File: src/rtl/core/i2cmw_pkg.sv
package i2cmw_pkg;

	localparam int RECOVERY_PULSES_DEF = 9;
	localparam int BITS_PER_FRAME      = 8;
	localparam int HALF_W              = 10;
	localparam int STRETCH_W           = 16;
	localparam int CFG_DATA_W          = 16;
	localparam int IN_TDATA_W          = 16;
	localparam int OUT_TDATA_W         = 8;

	localparam logic [HALF_W-1:0]    HALF_RESET    = 10'd5;
	localparam logic [STRETCH_W-1:0] STRETCH_RESET = 16'd100;

	typedef enum logic [2:0] {
		ACT_NONE    = 3'd0,
		ACT_START   = 3'd1,
		ACT_WRITE   = 3'd2,
		ACT_STOP    = 3'd3,
		ACT_RECOVER = 3'd4
	} action_t;

	typedef enum logic [2:0] {
		ST_OK      = 3'd0,
		ST_NACK    = 3'd1,
		ST_TIMEOUT = 3'd2,
		ST_BUSY    = 3'd3,
		ST_SKIPPED = 3'd4
	} status_t;

	typedef enum logic [0:0] {
		REG_HALF_PERIOD = 1'b0,
		REG_STRETCH_TO  = 1'b1
	} reg_index_t;

	typedef enum logic [4:0] {
		PH_IDLE, PH_S_CHECK, PH_S_LOW, PH_S_END,
		PH_W_BIT, PH_W_CLK, PH_W_LOW, PH_W_ACK_REL, PH_W_ACK_CLK,
		PH_W_ACK_SAMPLE, PH_W_END,
		PH_P_CLK, PH_P_SDA, PH_P_END,
		PH_R_CLK, PH_R_NEXT
	} phase_t;

	// one tick as held in the queue
	typedef struct packed {
		action_t    action;
		logic [7:0] data_byte;
		logic       scl_sense;
		logic       sda_sense;
	} tick_t;

endpackage

File: src/rtl/core/i2cmw_front.sv
module i2cmw_front (
	input  logic                                clk,
	input  logic                                arst_n,
	input  logic                                s_tvalid,
	output logic                                s_tready,
	input  logic [i2cmw_pkg::IN_TDATA_W-1:0]    s_tdata,
	output logic                                q_valid,
	output i2cmw_pkg::tick_t                    q_tick,
	input  logic                                q_pop
);
	import i2cmw_pkg::*;

	tick_t       mem_q [2];
	logic        wr_ptr_q;
	logic        rd_ptr_q;
	logic [1:0]  count_q;
	tick_t       in_tick;
	logic        push;
	logic        pop;
	logic [2:0]  raw_action;

	// classify the command; unknown codes become no command
	always_comb begin
		raw_action = s_tdata[2:0];
		unique case (raw_action)
			ACT_START, ACT_WRITE, ACT_STOP, ACT_RECOVER: in_tick.action = action_t'(raw_action);
			default: in_tick.action = ACT_NONE;
		endcase
		in_tick.data_byte = s_tdata[10:3];
		in_tick.scl_sense = s_tdata[11];
		in_tick.sda_sense = s_tdata[12];
	end

	assign s_tready = (count_q != 2'd2);
	assign push     = s_tvalid && s_tready;
	assign q_valid  = (count_q != 2'd0);
	assign pop      = q_pop && q_valid;
	assign q_tick   = mem_q[rd_ptr_q];

	always_ff @(posedge clk) begin
		if (push) begin
			mem_q[wr_ptr_q] <= in_tick;
		end
	end

	always_ff @(posedge clk or negedge arst_n) begin
		if (!arst_n) begin
			wr_ptr_q <= 1'b0;
			rd_ptr_q <= 1'b0;
			count_q  <= 2'd0;
		end else begin
			if (push) wr_ptr_q <= ~wr_ptr_q;
			if (pop)  rd_ptr_q <= ~rd_ptr_q;
			if (push && !pop)      count_q <= count_q + 2'd1;
			else if (pop && !push) count_q <= count_q - 2'd1;
		end
	end

endmodule

File: src/rtl/core/i2cmw_engine.sv
module i2cmw_engine #(
	parameter int RECOVERY_PULSES = i2cmw_pkg::RECOVERY_PULSES_DEF
) (
	input  logic                                clk,
	input  logic                                arst_n,
	input  logic                                cfg_wr_en,
	input  logic                                cfg_index,
	input  logic [i2cmw_pkg::CFG_DATA_W-1:0]    cfg_data,
	input  logic                                q_valid,
	input  i2cmw_pkg::tick_t                    q_tick,
	output logic                                q_pop,
	output logic                                m_tvalid,
	input  logic                                m_tready,
	output logic [i2cmw_pkg::OUT_TDATA_W-1:0]   m_tdata
);
	import i2cmw_pkg::*;

	localparam logic [3:0] PULSES  = 4'(RECOVERY_PULSES);
	localparam logic [3:0] FRAME_N = 4'(BITS_PER_FRAME);

	logic [HALF_W-1:0]    half_q;
	logic [STRETCH_W-1:0] timeout_q;

	phase_t               phase_q, n_phase, act_ph;
	logic [3:0]           bit_q, n_bit;
	logic [7:0]           shift_q, n_shift;
	logic [HALF_W-1:0]    delay_q, n_delay, delay_dec;
	logic [STRETCH_W-1:0] stretch_q, n_stretch, stretch_inc;
	logic [3:0]           pulse_q, n_pulse;
	status_t              err_q, n_err, code;
	logic                 scl_q, n_scl;
	logic                 sda_q, n_sda;
	logic                 wait_q, n_wait;
	logic                 do_act;
	logic                 done;
	status_t              stat;

	logic                 out_valid_q;
	logic [OUT_TDATA_W-1:0] out_data_q;
	logic                 step;

	assign step     = q_valid && (!out_valid_q || m_tready);
	assign q_pop    = step;
	assign m_tvalid = out_valid_q;
	assign m_tdata  = out_data_q;

	always_ff @(posedge clk or negedge arst_n) begin
		if (!arst_n) begin
			half_q    <= HALF_RESET;
			timeout_q <= STRETCH_RESET;
		end else if (cfg_wr_en) begin
			unique case (reg_index_t'(cfg_index))
				REG_HALF_PERIOD: half_q    <= cfg_data[HALF_W-1:0];
				REG_STRETCH_TO:  timeout_q <= cfg_data[STRETCH_W-1:0];
				default: ;
			endcase
		end
	end

	always_comb begin
		n_phase   = phase_q;
		n_bit     = bit_q;
		n_shift   = shift_q;
		n_delay   = delay_q;
		n_stretch = stretch_q;
		n_pulse   = pulse_q;
		n_err     = err_q;
		n_scl     = scl_q;
		n_sda     = sda_q;
		n_wait    = wait_q;
		do_act    = 1'b0;
		act_ph    = phase_q;
		done      = 1'b0;
		stat      = ST_OK;
		code      = ST_OK;
		delay_dec   = delay_q - 10'd1;
		stretch_inc = stretch_q + 16'd1;

		if (phase_q == PH_IDLE) begin
			if ((q_tick.action == ACT_START || q_tick.action == ACT_WRITE) &&
			    err_q != ST_OK) begin
				n_phase = PH_IDLE; n_wait = 1'b0; n_delay = '0;
				done = 1'b1; stat = ST_SKIPPED;
			end else if (q_tick.action == ACT_START) begin
				n_sda = 1'b1; n_scl = 1'b1; n_stretch = '0; n_wait = 1'b1;
				n_phase = PH_S_CHECK;
			end else if (q_tick.action == ACT_WRITE) begin
				n_shift = q_tick.data_byte;
				n_bit   = '0;
				do_act  = 1'b1;
				act_ph  = PH_W_BIT;
			end else if (q_tick.action == ACT_STOP) begin
				n_scl = 1'b0; n_sda = 1'b0; n_delay = half_q; n_phase = PH_P_CLK;
			end else if (q_tick.action == ACT_RECOVER) begin
				n_err = ST_OK; n_sda = 1'b1; n_scl = 1'b0; n_pulse = '0;
				n_delay = half_q; n_phase = PH_R_CLK;
			end
		end else if (wait_q) begin
			if (q_tick.scl_sense) begin
				n_wait  = 1'b0;
				n_delay = half_q;
			end else begin
				n_stretch = stretch_inc;
				if (stretch_inc >= timeout_q) begin
					n_wait = 1'b0;
					if (phase_q == PH_P_SDA) begin
						// timeout inside a stop is ignored
						do_act = 1'b1;
						act_ph = PH_P_SDA;
					end else if (phase_q == PH_R_NEXT) begin
						n_err = ST_TIMEOUT;
						n_scl = 1'b0; n_sda = 1'b0; n_delay = half_q; n_phase = PH_P_CLK;
					end else begin
						n_err = ST_TIMEOUT;
						n_phase = PH_IDLE; n_delay = '0;
						done = 1'b1; stat = ST_TIMEOUT;
					end
				end
			end
		end else begin
			if (delay_q != '0) n_delay = delay_dec;
			do_act = (delay_q == '0) || (delay_dec == '0);
		end

		if (do_act) begin
			unique case (act_ph)
				PH_S_CHECK: begin
					if (!q_tick.sda_sense) begin
						n_err = ST_BUSY;
						n_phase = PH_IDLE; n_wait = 1'b0; n_delay = '0;
						done = 1'b1; stat = ST_BUSY;
					end else begin
						n_sda = 1'b0; n_delay = half_q; n_phase = PH_S_LOW;
					end
				end
				PH_S_LOW: begin
					n_scl = 1'b0; n_delay = half_q; n_phase = PH_S_END;
				end
				PH_S_END: begin
					n_phase = PH_IDLE; n_wait = 1'b0; n_delay = '0;
					done = 1'b1; stat = ST_OK;
				end
				PH_W_BIT: begin
					n_sda = n_shift[7]; n_delay = half_q; n_phase = PH_W_CLK;
				end
				PH_W_CLK: begin
					n_scl = 1'b1; n_stretch = '0; n_wait = 1'b1; n_phase = PH_W_LOW;
				end
				PH_W_LOW: begin
					n_scl   = 1'b0;
					n_shift = {n_shift[6:0], 1'b0};
					n_bit   = n_bit + 4'd1;
					n_delay = half_q;
					n_phase = (n_bit < FRAME_N) ? PH_W_BIT : PH_W_ACK_REL;
				end
				PH_W_ACK_REL: begin
					n_sda = 1'b1; n_delay = half_q; n_phase = PH_W_ACK_CLK;
				end
				PH_W_ACK_CLK: begin
					n_scl = 1'b1; n_stretch = '0; n_wait = 1'b1; n_phase = PH_W_ACK_SAMPLE;
				end
				PH_W_ACK_SAMPLE: begin
					if (q_tick.sda_sense) n_err = ST_NACK;
					n_scl = 1'b0; n_delay = half_q; n_phase = PH_W_END;
				end
				PH_W_END: begin
					n_phase = PH_IDLE; n_wait = 1'b0; n_delay = '0;
					done = 1'b1; stat = n_err;
				end
				PH_P_CLK: begin
					n_scl = 1'b1; n_stretch = '0; n_wait = 1'b1; n_phase = PH_P_SDA;
				end
				PH_P_SDA: begin
					n_sda = 1'b1; n_delay = half_q; n_phase = PH_P_END;
				end
				PH_P_END: begin
					code  = n_err;
					n_err = ST_OK;
					n_phase = PH_IDLE; n_wait = 1'b0; n_delay = '0;
					done = 1'b1; stat = code;
				end
				PH_R_CLK: begin
					n_scl = 1'b1; n_stretch = '0; n_wait = 1'b1; n_phase = PH_R_NEXT;
				end
				PH_R_NEXT: begin
					n_pulse = n_pulse + 4'd1;
					if (n_pulse < PULSES) begin
						n_scl = 1'b0; n_delay = half_q; n_phase = PH_R_CLK;
					end else begin
						n_scl = 1'b0; n_sda = 1'b0; n_delay = half_q; n_phase = PH_P_CLK;
					end
				end
				default: n_phase = PH_IDLE;
			endcase
		end
	end

	always_ff @(posedge clk or negedge arst_n) begin
		if (!arst_n) begin
			phase_q   <= PH_IDLE;
			bit_q     <= '0;
			shift_q   <= '0;
			delay_q   <= '0;
			stretch_q <= '0;
			pulse_q   <= '0;
			err_q     <= ST_OK;
			scl_q     <= 1'b1;
			sda_q     <= 1'b1;
			wait_q    <= 1'b0;
			out_valid_q <= 1'b0;
		end else begin
			if (step) begin
				phase_q   <= n_phase;
				bit_q     <= n_bit;
				shift_q   <= n_shift;
				delay_q   <= n_delay;
				stretch_q <= n_stretch;
				pulse_q   <= n_pulse;
				err_q     <= n_err;
				scl_q     <= n_scl;
				sda_q     <= n_sda;
				wait_q    <= n_wait;
			end
			if (step) out_valid_q <= 1'b1;
			else if (m_tready) out_valid_q <= 1'b0;
		end
	end

	always_ff @(posedge clk) begin
		if (step) begin
			out_data_q <= {1'b0, stat, done, (n_phase == PH_IDLE), n_sda, n_scl};
		end
	end

endmodule

File: src/rtl/core/i2c_master_write_engine_core.sv
// Flow: a tick accepted on s_tready is written into the queue, stepped by the engine
// from the queue head, and its result is registered in the output register on m_tvalid.
// Throughput: one tick per cycle while neither side stalls; the two-entry queue and
// the output register let either side stall without losing a tick.
// Reset (arst_n low, asynchronous): engine idle, both lines released, no sticky error,
// half period 5 ticks, stretch timeout 100 ticks, queue and output register empty.
module i2c_master_write_engine_core #(
	parameter int RECOVERY_PULSES = i2cmw_pkg::RECOVERY_PULSES_DEF
) (
	input  logic                                clk,
	input  logic                                arst_n,
	input  logic                                cfg_wr_en,
	input  logic                                cfg_index,
	input  logic [i2cmw_pkg::CFG_DATA_W-1:0]    cfg_data,
	input  logic                                s_tvalid,
	output logic                                s_tready,
	// action[2:0], data_byte[10:3], scl_sense[11], sda_sense[12], zero[15:13]
	input  logic [i2cmw_pkg::IN_TDATA_W-1:0]    s_tdata,
	output logic                                m_tvalid,
	input  logic                                m_tready,
	// scl_release[0], sda_release[1], ready_res[2], done_res[3], status[6:4], zero[7]
	output logic [i2cmw_pkg::OUT_TDATA_W-1:0]   m_tdata
);
	import i2cmw_pkg::*;

	logic  q_valid;
	tick_t q_tick;
	logic  q_pop;

	i2cmw_front u_front (
		.clk      (clk),
		.arst_n   (arst_n),
		.s_tvalid (s_tvalid),
		.s_tready (s_tready),
		.s_tdata  (s_tdata),
		.q_valid  (q_valid),
		.q_tick   (q_tick),
		.q_pop    (q_pop)
	);

	i2cmw_engine #(
		.RECOVERY_PULSES (RECOVERY_PULSES)
	) u_engine (
		.clk       (clk),
		.arst_n    (arst_n),
		.cfg_wr_en (cfg_wr_en),
		.cfg_index (cfg_index),
		.cfg_data  (cfg_data),
		.q_valid   (q_valid),
		.q_tick    (q_tick),
		.q_pop     (q_pop),
		.m_tvalid  (m_tvalid),
		.m_tready  (m_tready),
		.m_tdata   (m_tdata)
	);

endmodule

File: config.mk
export PLATFORM = sky130hd
export DESIGN_NAME = i2c_master_write_engine_core
export DESIGN_NICKNAME = d
export VERILOG_FILES = /design/src/rtl/core/i2cmw_pkg.sv /design/src/rtl/core/i2cmw_front.sv /design/src/rtl/core/i2cmw_engine.sv /design/src/rtl/core/i2c_master_write_engine_core.sv
export SDC_FILE = /design/constraint.sdc
export NUM_CORES = 1
export LEC_CHECK = 0
export BUFFER_PORTS_ARGS = -buffer_cell sky130_fd_sc_hd__buf_2
export CORE_AREA = 8 8 130 132
export CTS_CLUSTER_DIAMETER = 80
export CTS_CLUSTER_SIZE = 8
export DETAILED_ROUTE_END_ITERATION = 12
export DIE_AREA = 0 0 138 140
export HOLD_SLACK_MARGIN = 0.12
export PLACE_DENSITY_LB_ADDON = 0.1
export SLEW_MARGIN = 5
export SYNTH_ARGS = -nofsm -noshare
export SYNTH_HDL_FRONTEND = slang
export SYNTH_SLANG_ARGS = --single-unit
File: constraint.sdc
create_clock -name clk -period 4.1 [get_ports clk]
set_clock_uncertainty 0.15 [all_clocks]
set_input_delay 0.41 -clock clk [delete_from_list [all_inputs] [get_ports clk]]
set_output_delay 0.41 -clock clk [all_outputs]
set_load 0.01 [all_outputs]
==> results of run 1 <==
registers in the layout (all words and copies together), names as in the netlist:
| register | count |
|---|---|
| u_front.mem_q | 26 |
| u_engine.stretch_q | 16 |
| u_engine.timeout_q | 16 |
| u_engine.delay_q | 10 |
| u_engine.half_q | 10 |
| u_engine.shift_q | 8 |
| u_engine.m_tdata | 7 |
| u_engine.phase_q | 5 |
| u_engine.bit_q | 4 |
| u_engine.pulse_q | 4 |
| u_engine.err_q | 3 |
| u_front.count_q | 2 |
| u_engine.m_tvalid | 1 |
| u_engine.scl_q | 1 |
| u_engine.sda_q | 1 |
| u_engine.wait_q | 1 |
| u_front.rd_ptr_q | 1 |
| u_front.wr_ptr_q | 1 |
power by group:
part | switching, uW | internal (uW)
registers | 274 | 1510
clock network | 525 | 1030
logic | 1510 | 1050
through the flow:
| step | worst slack (ns) | cells | hold WS (ns) | utilization, % |
|---|---|---|---|---|
| floorplan | 0.00308 | 759 | -0.0356 | - |
| global placement | -0.0135 | 993 | 0.301 | 53.5 |
| detailed placement | -0.0548 | 993 | 0.308 | 53.5 |
| CTS | 0.00834 | 1054 | 0.126 | 59.6 |
| global route | -0.114 | 1065 | 0.136 | 60.9 |
| finish | 0.0489 | 1065 | 0.144 | 60.9 |
worst min-delay path by stage:
stage	endpoint	depth (start not counted)
6_report	u_front.mem_q[0][12]$_DFFE_PP_	2
5_1_grt	u_front.mem_q[0][12]$_DFFE_PP_	2
4_1_cts	u_front.mem_q[0][12]$_DFFE_PP_	2
3_5_place_dp	u_engine.shift_q[1]$_DFFE_PN0P_	2
3_3_place_gp	u_engine.shift_q[1]$_DFFE_PN0P_	2
2_1_floorplan	u_engine.bit_q[0]$_DFFE_PN0P_	0
routing by layer:
metal | up-vias | GRT usage, % | part of all wire [%] | routed length [um]
met4 | 0 | 5.95 | 1.3 | 264
met3 | 23 | 5.71 | 6.0 | 1210
met5 | - | 0 | 0 | 0
met1 | 3088 | 26.6 | 46 | 9120
met2 | 224 | 31.9 | 47 | 9440
li1 | 3027 | - | - | -
synthesized netlist by cell type (22+ instances only):
| cell type | count | share of area, % |
|---|---|---|
| dfrtp_1 | 77 | 27 |
| nand2_1 | 63 | 3.3 |
| nor2_1 | 60 | 3.1 |
| a21oi_1 | 58 | 4.0 |
| clkbuf_1 | 38 | 2.0 |
| mux2_2 | 34 | 5.3 |
| edfxtp_1 | 33 | 14 |
| inv_1 | 26 | 1.3 |
| nor3_1 | 23 | 1.6 |
| ha_1 | 22 | 3.8 |
| mux2i_1 | 22 | 3.0 |
| o21ai_0 | 22 | 1.5 |
what timing repair did:
action                                  in CTS  in global routing
endpoints found under the setup margin      22                 56
gates resized for setup                      5                 23
hold buffers                                27                  0
buffers inserted                             1                 10
cloned                                       1                  1
pin swaps                                    2                 13
hold endpoints to repair                   106                  0
cell type report:
cell class / count / share of cell area (%)
well taps: 188 / 2.60
flip-flops and latches: 117 / 34.3
clock buffers: 22 / 5.02
repair buffers: 132 / 10.8
inverters: 27 / 1.12
multi-input cells: 569 / 44.5
clock inverters: 10 / 1.70
logic make-up after synthesis:
family | Yosys count
AO/OA/AOI/OAI | 206
XOR/XNOR | 28
AND/OR/NAND/NOR | 254
buffers and inverters | 74
flip-flops | 117
multiplexers | 57
adder cells (fa/ha/maj) | 22
other | 1
worst max-delay path: stages (launching register included):
cell and delay (ns):
dfrtp_1 0.40, ha_2 0.20, and3_4 0.18, and3_4 0.18, and3_4 0.20, and3_4 0.22, nand3_4 0.08, xnor2_2 0.17
ha_1 0.30, nand4_1 0.14, nor2_1 0.11, o2111ai_1 0.10, o211ai_1 0.32, clkbuf_16 0.23, a21oi_4 0.11, nor2_4 0.21
mux2_4 0.33, o211a_1 0.12
==> qor.txt, run 1 <==
Max IR drop VDD -> 0.000407 V
first-pass GRT wire length -> 31800 um
Bufs on Longest Clock Path -> 2
area grow syn2layout -> 24.7%
Top FF cell, synth -> dfrtp_1
total power per unit cell area -> 651 nW/um2
die width -> 138 um
filler instances -> 1249
Vias -> 6362
GRT overflow -> 0
Worst setup startpoint -> u_engine.stretch_q[0]$_DFFE_PN0P_
largest net degree at the start of global routing -> 69
final wirelength -> 20000 um
adder-cell area share of the yosys netlist -> 3.79%
CP Max Fanout -> 7
Die Span Y -> 140 um
ANT nets after route -> 0
Final Cell Area -> 9050 um2
Final Cycle Share -> 98.8%
Antenna diodes -> 0
Routed WL per cell -> 18.8 um
status -> completed
Setup crit end kind -> flop
Hold Fails Final Rpt -> 0
mapped cell area -> 7260 um2
CTS Buf Count -> 17
largest family of logic cells by synthesized area -> compound AO/OA/AOI/OAI gates
post-synthesis xor/xnor area fraction -> 3.38%
final RePlAce weighted congestion -> 0.946
mux contribution to synthesized area -> 8.52%
Async SR Flop Fraction -> 71.8%
Worst R2R Start -> u_engine.stretch_q[0]$_DFFE_PN0P_
Synth Area per Inst -> 9.56 um2
Rows -> 45
Yosys reg bits -> 117
io pins -> 48
Worst-Margin Slew -> 0.874 ns
Max Fclk -> 0.247 GHz
GRT Total Usage -> 20.3%
CTS tree -> done
Worst R2R Path Depth -> 17
Root Buffer -> clkbuf_16
port bufs -> 43
Max Cap Violations -> 0
minimum clock period -> 4.05 ns
Total Nets Final -> 924
total negative slack -> 0 ns
flip-flop and latch area -> 3100 um2
Worst-path clk slew -> 0.05 ns
die area -> 19300 um2
drt pass-1 iters -> 5
Post-Synth Simple-Gate Area -> 17.9%
Synth Area in Compound Gates -> 19.3%
initial DRC count -> 589
share of cells above drive strength 1 -> 24.4%
crit path launch type -> flop
H-Tree Depth -> 4
Placed Area -> 7950 um2
# DRC -> 0
vias in the first global route -> 6128
Syn Nets -> 819
Critical Path RT -> 4.11 ns
Sink Count -> 117
commonest non-fill, non-tap cells in the layout -> dfrtp_1 (77), nand2_1 (63), buf_4 (61)
Max Slew Vio Count -> 0
Seq/Total Area, Yosys -> 42.7%
Initial Util -> 48.8%
clk_lat worst skew -> 0.42 ns
core area -> 14900 um2
Distinct cells, synth -> 76
flop2flop setup slack -> 0.05 ns
Hold Path Class -> in -> reg
Leakage -> 0.00394 uW
final-report setup violation count -> 0
area of the multi-input gates -> 4030 um2
DPL Wire Length -> 13900 um
vias per inst -> 5.97
RSZ-0062 raised after global routing -> true
yosys warns -> 0
crit path kind -> reg -> reg
HP Start -> s_tdata[1]
slew margin rel. -> 41.7%
Critical R2R Capture -> u_engine.m_tdata[2]$_DFFE_PP_
Synth Instances -> 759
Crit path arrival time -> 4.06 ns
CP endpoint -> u_engine.m_tdata[2]$_DFFE_PP_
Total Power -> 5900 uW
commonest non-fill, non-tap cell in the layout -> dfrtp_1
antenna violations before repair -> 0
number of synthesized flops with an enable pin -> 33
(Power assumes the default switching activity.)
==> inputs of run 2 (changes only) <==
BUFFER_PORTS_ARGS = unset   (was -buffer_cell sky130_fd_sc_hd__buf_2)
CTS_CLUSTER_SIZE = 40   (was 8)
DONT_BUFFER_PORTS = 1   (was unset)
MAX_ROUTING_LAYER = met4   (was unset)
==> qor.txt, run 2 (synthesized netlist as in run 1, its figures left out) <==
status -> completed
CP delay by family, top -> simple AND/OR/NAND/NOR gates
# DRC -> 0 (unchanged)
Root Buffer -> clkbuf_16
crit path launch type -> flop
Hold Fails Final Rpt -> 0 (unchanged)
Max IR drop VDD -> 0.000479 V (+18%)
Sink Count -> 117 (unchanged)
vias per inst -> 6.14 (+2.8%)
clk_lat worst skew -> 0.41 ns (about the same)
switch share -> 40.5% (+1.5 points)
CTS Buf Count -> 17 (unchanged)
Routed WL per cell -> 19.7 um (+4.8%)
Critical R2R Capture -> u_engine.stretch_q[3]$_DFFE_PN0P_
Crit path arrival time -> 4.08 ns (+0.02 ns)
total negative slack -> 0 ns (unchanged)
commonest non-fill, non-tap cell in the layout -> dfrtp_1
power share of the clock group -> 24.6% (-1.7 points)
Leakage -> 0.00384 uW (-2.6%)
vias in the first global route -> 6016 (-1.8%)
Max Fclk -> 0.253 GHz (+2.3%)
Psw -> 2360 uW (+2.4%)
Reg power frac -> 31.2% (+0.9 points)
Max Slew Vio Count -> 0 (unchanged)
slew margin rel. -> 38.6% (-3.2 points)
commonest non-fill, non-tap cells in the layout -> dfrtp_1 (77), nand2_1 (60), nor2_1 (58)
Antenna diodes -> 0 (unchanged)
total power per unit cell area -> 646 nW/um2 (-0.84%)
CP cell instances -> ha_2, and3_4, and3_4, and3_4, and3_4, and3_4, xor2_1, ha_1, nand4_1, nor2_2, o2111ai_2, o211ai_1, buf_6, a21oi_4, or4_4, nand2_2, a31oi_1
crit path kind -> reg -> reg
Max Cap Violations -> 0 (unchanged)
ANT nets after route -> 0 (unchanged)
Worst Hold End -> u_front.mem_q[1][12]$_DFFE_PP_
area grow syn2layout -> 24.1%
Critical Path RT -> 4.22 ns (+0.11 ns)
Largest register FFs -> 26 (unchanged)
Int Pwr -> 3460 uW (-3.7%)
Vias -> 6320 (-0.66%)
Worst-Margin Slew -> 0.920 ns (+0.0464 ns)
combinational power share -> 44.2% (+0.8 points)
Worst R2R Start -> u_engine.stretch_q[1]$_DFFE_PN0P_
Worst R2R Path Depth -> 17 (unchanged)
core area -> 14900 um2 (unchanged)
Worst-path clk slew -> 0.06 ns (about the same)
Bufs on Longest Clock Path -> 2 (unchanged)
drt pass-1 iters -> 5 (unchanged)
Fin Hold WS -> 0.142 ns (-0.00189 ns)
CP dominant cell by count -> and3_4
io pins -> 48 (unchanged)
Largest regs -> u_front.mem_q (26), u_engine.stretch_q (16), u_engine.timeout_q (16)
Die Span Y -> 140 um (unchanged)
GRT Total Usage -> 20.7% (+0.41 points)
DPL Wire Length -> 13700 um (-0.81%)
H-Tree Depth -> 4 (unchanged)
final-report setup violation count -> 0 (unchanged)
largest net degree at the start of global routing -> 85 (+23%)
Slowest cell on crit path -> or4_4
CTS tree -> done
port bufs -> 0 (-100%)
Final Cycle Share -> 96.6% (-2.2 points)
Initial Util -> 48.8% (unchanged)
RSZ-0062 raised after global routing -> true
HP Start -> s_tdata[2]
die width -> 138 um (unchanged)
Total Nets Final -> 888 (-3.9%)
Worst Path Buf+Inv -> 1 (unchanged)
flop2flop setup slack -> 0.14 ns (+0.09 ns)
GRT overflow -> 0 (unchanged)
Rows -> 45 (unchanged)
minimum clock period -> 3.96 ns (-0.0908 ns)
first-pass GRT wire length -> 31800 um (about the same)
antenna violations before repair -> 0 (unchanged)
Setup crit end kind -> flop
filler instances -> 1272 (+1.8%)
hold path cells -> 1 (-1)
final wirelength -> 20300 um (+1.3%)
CP max stage delay -> 0.64 ns (+0.24 ns)
initial DRC count -> 507 (-14%)
final RePlAce weighted congestion -> 0.908 (-4.0%)
Hold Path Class -> in -> reg
share of cells above drive strength 1 -> 23.1% (-1.3 points)
Top reg by flops -> u_front.mem_q
CP Max Fanout -> 8 (+1)
stages on the worst setup path -> 17 (unchanged)
die area -> 19300 um2 (unchanged)
-- run 2: worst max path at each step --
| stage | from | endpoint | slack [ns] |
|---|---|---|---|
| floorplan | u_engine.stretch_q[0]$_DFFE_PN0P_ | u_engine.stretch_q[10]$_DFFE_PN0P_ | 0.003 |
| global placement | u_engine.stretch_q[0]$_DFFE_PN0P_ | u_engine.m_tdata[2]$_DFFE_PP_ | -0.02 |
| detailed placement | u_engine.stretch_q[0]$_DFFE_PN0P_ | u_engine.err_q[0]$_DFFE_PN0P_ | -0.04 |
| CTS | u_engine.stretch_q[0]$_DFFE_PN0P_ | u_engine.shift_q[4]$_DFFE_PN0P_ | 0.005 |
| global route | u_engine.stretch_q[0]$_DFFE_PN0P_ | u_engine.stretch_q[6]$_DFFE_PN0P_ | -0.04 |
| finish | u_engine.stretch_q[1]$_DFFE_PN0P_ | u_engine.stretch_q[3]$_DFFE_PN0P_ | 0.14 |
-- run 2: area by class of cell --
cell class / instances / area (um2) / area share (%)
Multi-Input combinational cell: 570 / 4160 / 46.2
Clock inverter: 14 / 136 / 1.51
Sequential cell: 117 / 3100 / 34.4
Clock buffer: 18 / 429 / 4.77
Tap cell: 188 / 235 / 2.61
Timing Repair Buffer: 95 / 842 / 9.35
Inverter: 27 / 101 / 1.13
-- run 2: per-layer routing --
layer / global-route usage (%) / wire (um)
met1: 26.8 / 9210
met2: 32.6 / 9790
met3: 4.26 / 1070
met4: 5.03 / 216
met5: - / 0
-- run 2: per-stage QoR --
stage	cell area [um2]	instances	utilization [%]	power (uW)	setup slack (ns)
after detailed placement	7750	955	52.2	4160	-0.0411
after CTS	8700	1022	58.5	5660	0.00538
final	9000	1029	60.6	5820	0.140
after floorplan	7300	759	-	3450	0.00308
after global routing	9000	1029	60.6	6160	-0.0408
after global placement	7750	955	52.2	4120	-0.0183
-- run 2: power by group through the flow --
stage,Sequential (uW),Combinational [uW],Clock (uW)
2_1_floorplan,1680,1780,0
3_3_place_gp,1820,2310,0
3_5_place_dp,1830,2330,0
4_1_cts,1810,2400,1450
5_1_grt,1850,2800,1510
6_report,1820,2570,1430
-- run 2: what timing repair did --
action | CTS | global route
setup endpoints to repair | 17 | 58
hold buffers | 34 | 0
setup buffers | 1 | 5
cloned | 0 | 2
endpoints found under the hold margin | 138 | 0
resized for setup | 4 | 53
pin swaps | 0 | 30
